===== src/hdl/canny_nms_double_threshold_defines.svh =====
// ----------------------------------------------------------------------------
// canny_nms_double_threshold assertion macros
// shared property wrappers for the edge classifier checks
// ----------------------------------------------------------------------------
`ifndef CANNY_NMS_DOUBLE_THRESHOLD_DEFINES_SVH
`define CANNY_NMS_DOUBLE_THRESHOLD_DEFINES_SVH

// same-cycle implication, disabled during reset
`define CNMS_ASSERT_NOW(label, clk, rst_n, ante, cons) \
	label: assert property (@(posedge clk) disable iff (!(rst_n)) (ante) |-> (cons)) \
		else $error("cnms assertion failed");

// next-cycle implication, disabled during reset
`define CNMS_ASSERT_NEXT(label, clk, rst_n, ante, cons) \
	label: assert property (@(posedge clk) disable iff (!(rst_n)) (ante) |=> (cons)) \
		else $error("cnms assertion failed");

`endif


===== src/hdl/cnms_pkg.sv =====
// ----------------------------------------------------------------------------
// cnms_pkg
// types and constants shared by the non-maximum suppression block
// ----------------------------------------------------------------------------
`default_nettype none

package cnms_pkg;

	localparam int THR_W     = 24;
	localparam int BW_W      = 4;
	localparam int CFG_IDX_W = 2;

	localparam logic [BW_W-1:0] BORDER_RESET = 4'd7;

	// tan(22.5 deg) and tan(67.5 deg) in q16
	localparam int SLOPE_LO_Q16 = 27145;
	localparam int SLOPE_HI_Q16 = 158217;

	localparam logic [CFG_IDX_W-1:0] CFG_HIGH_THR = 2'd0;
	localparam logic [CFG_IDX_W-1:0] CFG_LOW_THR  = 2'd1;
	localparam logic [CFG_IDX_W-1:0] CFG_BORDER   = 2'd2;

	typedef enum logic [1:0] {
		SEC_HORZ,
		SEC_DIAG_DOWN,
		SEC_DIAG_UP,
		SEC_VERT
	} sector_t;

	typedef enum logic [1:0] {
		CLASS_NONE,
		CLASS_WEAK,
		CLASS_STRONG
	} edge_class_t;

endpackage

`default_nettype wire


===== src/hdl/cnms_grad.sv =====
// ----------------------------------------------------------------------------
// cnms_grad
// squared gradient magnitude and quantized direction sector
// ----------------------------------------------------------------------------
`default_nettype none

module cnms_grad
	import cnms_pkg::*;
#(
	parameter int GRAD_BITS = 12
) (
	input  wire logic signed [GRAD_BITS-1:0]   grad_x,
	input  wire logic signed [GRAD_BITS-1:0]   grad_y,
	output logic             [2*GRAD_BITS-1:0] mag,
	output sector_t                            sector
);

	localparam int MAG_W = 2 * GRAD_BITS;
	localparam int PW    = GRAD_BITS + 19;

	localparam logic signed [PW-1:0] LO_S = PW'(SLOPE_LO_Q16);
	localparam logic signed [PW-1:0] HI_S = PW'(SLOPE_HI_Q16);

	logic signed [MAG_W-1:0] sq_x;
	logic signed [MAG_W-1:0] sq_y;
	logic signed [PW-1:0]    gx_e;
	logic signed [PW-1:0]    lhs;
	logic signed [PW-1:0]    p_lo;
	logic signed [PW-1:0]    p_hi;
	logic                    gx_zero;
	logic                    gx_neg;
	logic                    le_lo;
	logic                    le_hi;
	logic                    le_nlo;
	logic                    le_nhi;

	// slope gy/gx <= t, a zero gx acting as a tiny positive value
	function automatic logic slope_le(
		input logic signed [PW-1:0] rhs,
		input logic                 t_nonneg,
		input logic signed [PW-1:0] l,
		input logic                 zero,
		input logic                 neg,
		input logic                 gy_neg,
		input logic                 gy_zero
	);
		logic r;
		if (zero) begin
			r = gy_neg || (gy_zero && t_nonneg);
		end else if (neg) begin
			r = l >= rhs;
		end else begin
			r = l <= rhs;
		end
		return r;
	endfunction

	assign sq_x = grad_x * grad_x;
	assign sq_y = grad_y * grad_y;
	assign mag  = $unsigned(sq_x) + $unsigned(sq_y);

	assign gx_e    = PW'(grad_x);
	assign lhs     = {{3{grad_y[GRAD_BITS-1]}}, grad_y, 16'b0};
	assign p_lo    = gx_e * LO_S;
	assign p_hi    = gx_e * HI_S;
	assign gx_zero = (grad_x == '0);
	assign gx_neg  = grad_x[GRAD_BITS-1];

	always_comb begin
		le_lo  = slope_le(p_lo, 1'b1, lhs, gx_zero, gx_neg, grad_y[GRAD_BITS-1],
			grad_y == '0);
		le_hi  = slope_le(p_hi, 1'b1, lhs, gx_zero, gx_neg, grad_y[GRAD_BITS-1],
			grad_y == '0);
		le_nlo = slope_le(-p_lo, 1'b0, lhs, gx_zero, gx_neg, grad_y[GRAD_BITS-1],
			grad_y == '0);
		le_nhi = slope_le(-p_hi, 1'b0, lhs, gx_zero, gx_neg, grad_y[GRAD_BITS-1],
			grad_y == '0);
		if (le_lo && !le_nlo) begin
			sector = SEC_HORZ;
		end else if (le_hi && !le_lo) begin
			sector = SEC_DIAG_DOWN;
		end else if (le_nlo && !le_nhi) begin
			sector = SEC_DIAG_UP;
		end else begin
			sector = SEC_VERT;
		end
	end

endmodule

`default_nettype wire


===== config.mk =====
export PLATFORM = sky130hd
export DESIGN_NAME = cnms_grad
export DESIGN_NICKNAME = d
export VERILOG_FILES = /design/src/hdl/canny_nms_double_threshold_defines.svh /design/src/hdl/cnms_pkg.sv /design/src/hdl/cnms_grad.sv
export SDC_FILE = /design/constraint.sdc
export NUM_CORES = 1
export LEC_CHECK = 0
export BUFFER_PORTS_ARGS = -buffer_cell sky130_fd_sc_hd__buf_2
export CORE_AREA = 2 2 192 194
export DETAILED_ROUTE_END_ITERATION = 6
export DIE_AREA = 0 0 194 196
export PLACE_DENSITY = 0.58
export RECOVER_POWER = 50
export SLEW_MARGIN = 10
export SYNTH_ARGS = -nofsm -noshare
export SYNTH_HDL_FRONTEND = slang
export SYNTH_SLANG_ARGS = --single-unit

===== constraint.sdc =====
create_clock -name vclk -period 20.2
set_input_delay 6.06 -clock vclk [all_inputs]
set_output_delay 6.06 -clock vclk [all_outputs]
set_load 0.005 [all_outputs]

==> results.sh <==
export IMPL_grt_use_total_pct=22.1
export IMPL_end_kind="output pin"
export IMPL_ys_types=70
export IMPL_drc=0
export IMPL_synth_top_area_share_pct=40.4
export IMPL_post_drt_wl_per_cell_um=18.0
export IMPL_slowest_stage="fa_1"
export IMPL_place_congestion=0.891
export IMPL_hold_depth=4
export IMPL_ys_seq_area_share_pct=0
export IMPL_nFlopsAndLatches=0
export IMPL_cts_resized=0
export IMPL_setup_slack_ps=568
export IMPL_seq_area_um2=0
export IMPL_nFillCells=3564
export IMPL_slowest_delay_ps=540
export IMPL_port_buffers=50
export IMPL_wl_um=40500
export IMPL_tightest_slew_ps=975
export IMPL_report_final_setup_viol=0
export IMPL_worstPathRequired_ps=14140
export IMPL_die_h_um=196
export IMPL_vias_per_cell=5.30
export IMPL_dp_hpwl_um=36300
export IMPL_finalSetupTns_ps=0
export IMPL_worstHoldPathType="input port to output pin"
export IMPL_rsz0062_at_grt="no"
export IMPL_drv_slew=0
export IMPL_critPathMaxFanout=18
export IMPL_rows=70
export IMPL_crit_path_frequent_cell="fa_1"
export IMPL_critPathArrivalTime_ps=13570
export IMPL_antenna_found_initial=0
export IMPL_cts_setup_buffers=0
export IMPL_n_antenna_cell=0
export IMPL_ant_nets=0
export IMPL_hold_buffers=0
export IMPL_firstDrtPassIters=5
export IMPL_coreArea_mm2=0.0361
export IMPL_hold_viol_final=0
export IMPL_layout_drive_gt1_share_pct=5.27
export IMPL_grt_pass1_vias=12700
export IMPL_worstHoldStart="grad_x[0]"
export IMPL_fp_dieW_um=194
export IMPL_crit_type="input port to output pin"
export IMPL_pre_cts_slack_ps=630
export IMPL_synthTopCellsByCount="inv_1 (406), fa_1 (324), ha_1 (284)"
export IMPL_slew_headroom_pct=35.0
export IMPL_fin_crit_ps=19630
export IMPL_start_kind="input port"
export IMPL_synth_most_common_cell="inv_1"
export IMPL_ios=50
export IMPL_drtIter0Drc=734
export IMPL_fin_crit_sh_pct=97.2
export IMPL_postSynthCellCount=1743
export IMPL_synthesis_nets=2375
export IMPL_syn_avg_cell_area_um2=9.21
export IMPL_start_util_pct=44.5
export IMPL_outcome="finished, final reports clean"
export IMPL_clkbuf_count=0
export IMPL_grt_ovfl_total=0
export IMPL_fin_nets=2419
export IMPL_ys_top_cells_by_area="fa_1 (40%), ha_1 (22%), inv_1 (9.5%), xnor2_1 (4.3%), nand2_1 (2.2%)"
export IMPL_fmax_mhz=50.9
export IMPL_grt_pass1_wl_um=66500
export IMPL_maxCapViolations=0
export IMPL_cp_startpoint="grad_x[11]"
export IMPL_synth_top_area_cell="fa_1"
export IMPL_dieArea_mm2=0.0380
export IMPL_min_to="mag[0]"
export IMPL_grt_max_degree=20
export IMPL_yosysWarningCount=0
export IMPL_vias=11900
export IMPL_area_growth_synth_to_final_pct=5.45
export IMPL_syn_cell_area_mm2=0.0161
logic make-up (layout without fill, tap and decap cells):
kind of cell	Yosys count	after routing	synth area share (%)
fa+ha+maj	608	608	62.5
simple gates	366	366	11.6
buf+inv	439	481	10.3
mux	5	5	0.312
compound gates	215	215	9.26
xor+xnor	110	110	6.00
worst max-delay path by stage:
stage           endpoint
6_report       sector[0]
5_1_grt        sector[0]
4_1_cts        sector[0]
3_5_place_dp   sector[0]
3_3_place_gp   sector[0]
2_1_floorplan  sector[0]
metrics by stage:
step	cells	instance area [µm²]	util [%]	hold slack, ps
2_1_floorplan	1743	16100	-	12230
3_3_place_gp	2253	16900	47.0	12710
3_5_place_dp	2253	16900	47.0	12720
4_1_cts	2253	16900	47.0	12720
5_1_grt	2253	16900	46.9	12760
6_report	2253	16900	46.9	12710
layout by cell type, fill, tap and decap left out, drive strengths merged, types with 8 or more instances in the layout:
cell,n
inv,406
fa,324
ha,284
nand2,96
nor2,91
xnor2,79
buf,66
a21oi,58
and2,45
a21o,41
o21ai,34
xor2,31
nand3,25
nand4,19
nand2b,15
nor2b,15
nor3,15
nor4,11
o211ai,10
a211oi,10
o21a,8
metal layers:
metal	track usage, %	up-vias	wire [µm]
met4	2.44	0	530
met3	1.58	20	1810
li1	-	5630	-
met2	39.4	233	20100
met1	30.4	6047	18100
met5	0	-	0
worst max-delay path, delay by kind of cell:
kind,cells,cell delay (ps)
adders and majority gates,7,3110
and+or+nand+nor,8,1610
AOI/OAI and AO/OA,6,1290
xor gates and xnor gates,3,760
buffers and inverters,5,760
layout make-up:
type / instances / area, µm² / area share [%]
multi-input cells: 1304 / 14400 / 85.0
inverters: 408 / 1530 / 9.04
well taps: 468 / 586 / 3.46
repair buffers: 73 / 415 / 2.45
Power is not shown: default switching activity piles up to over one toggle a cycle in this logic, so the estimate is an artifact.
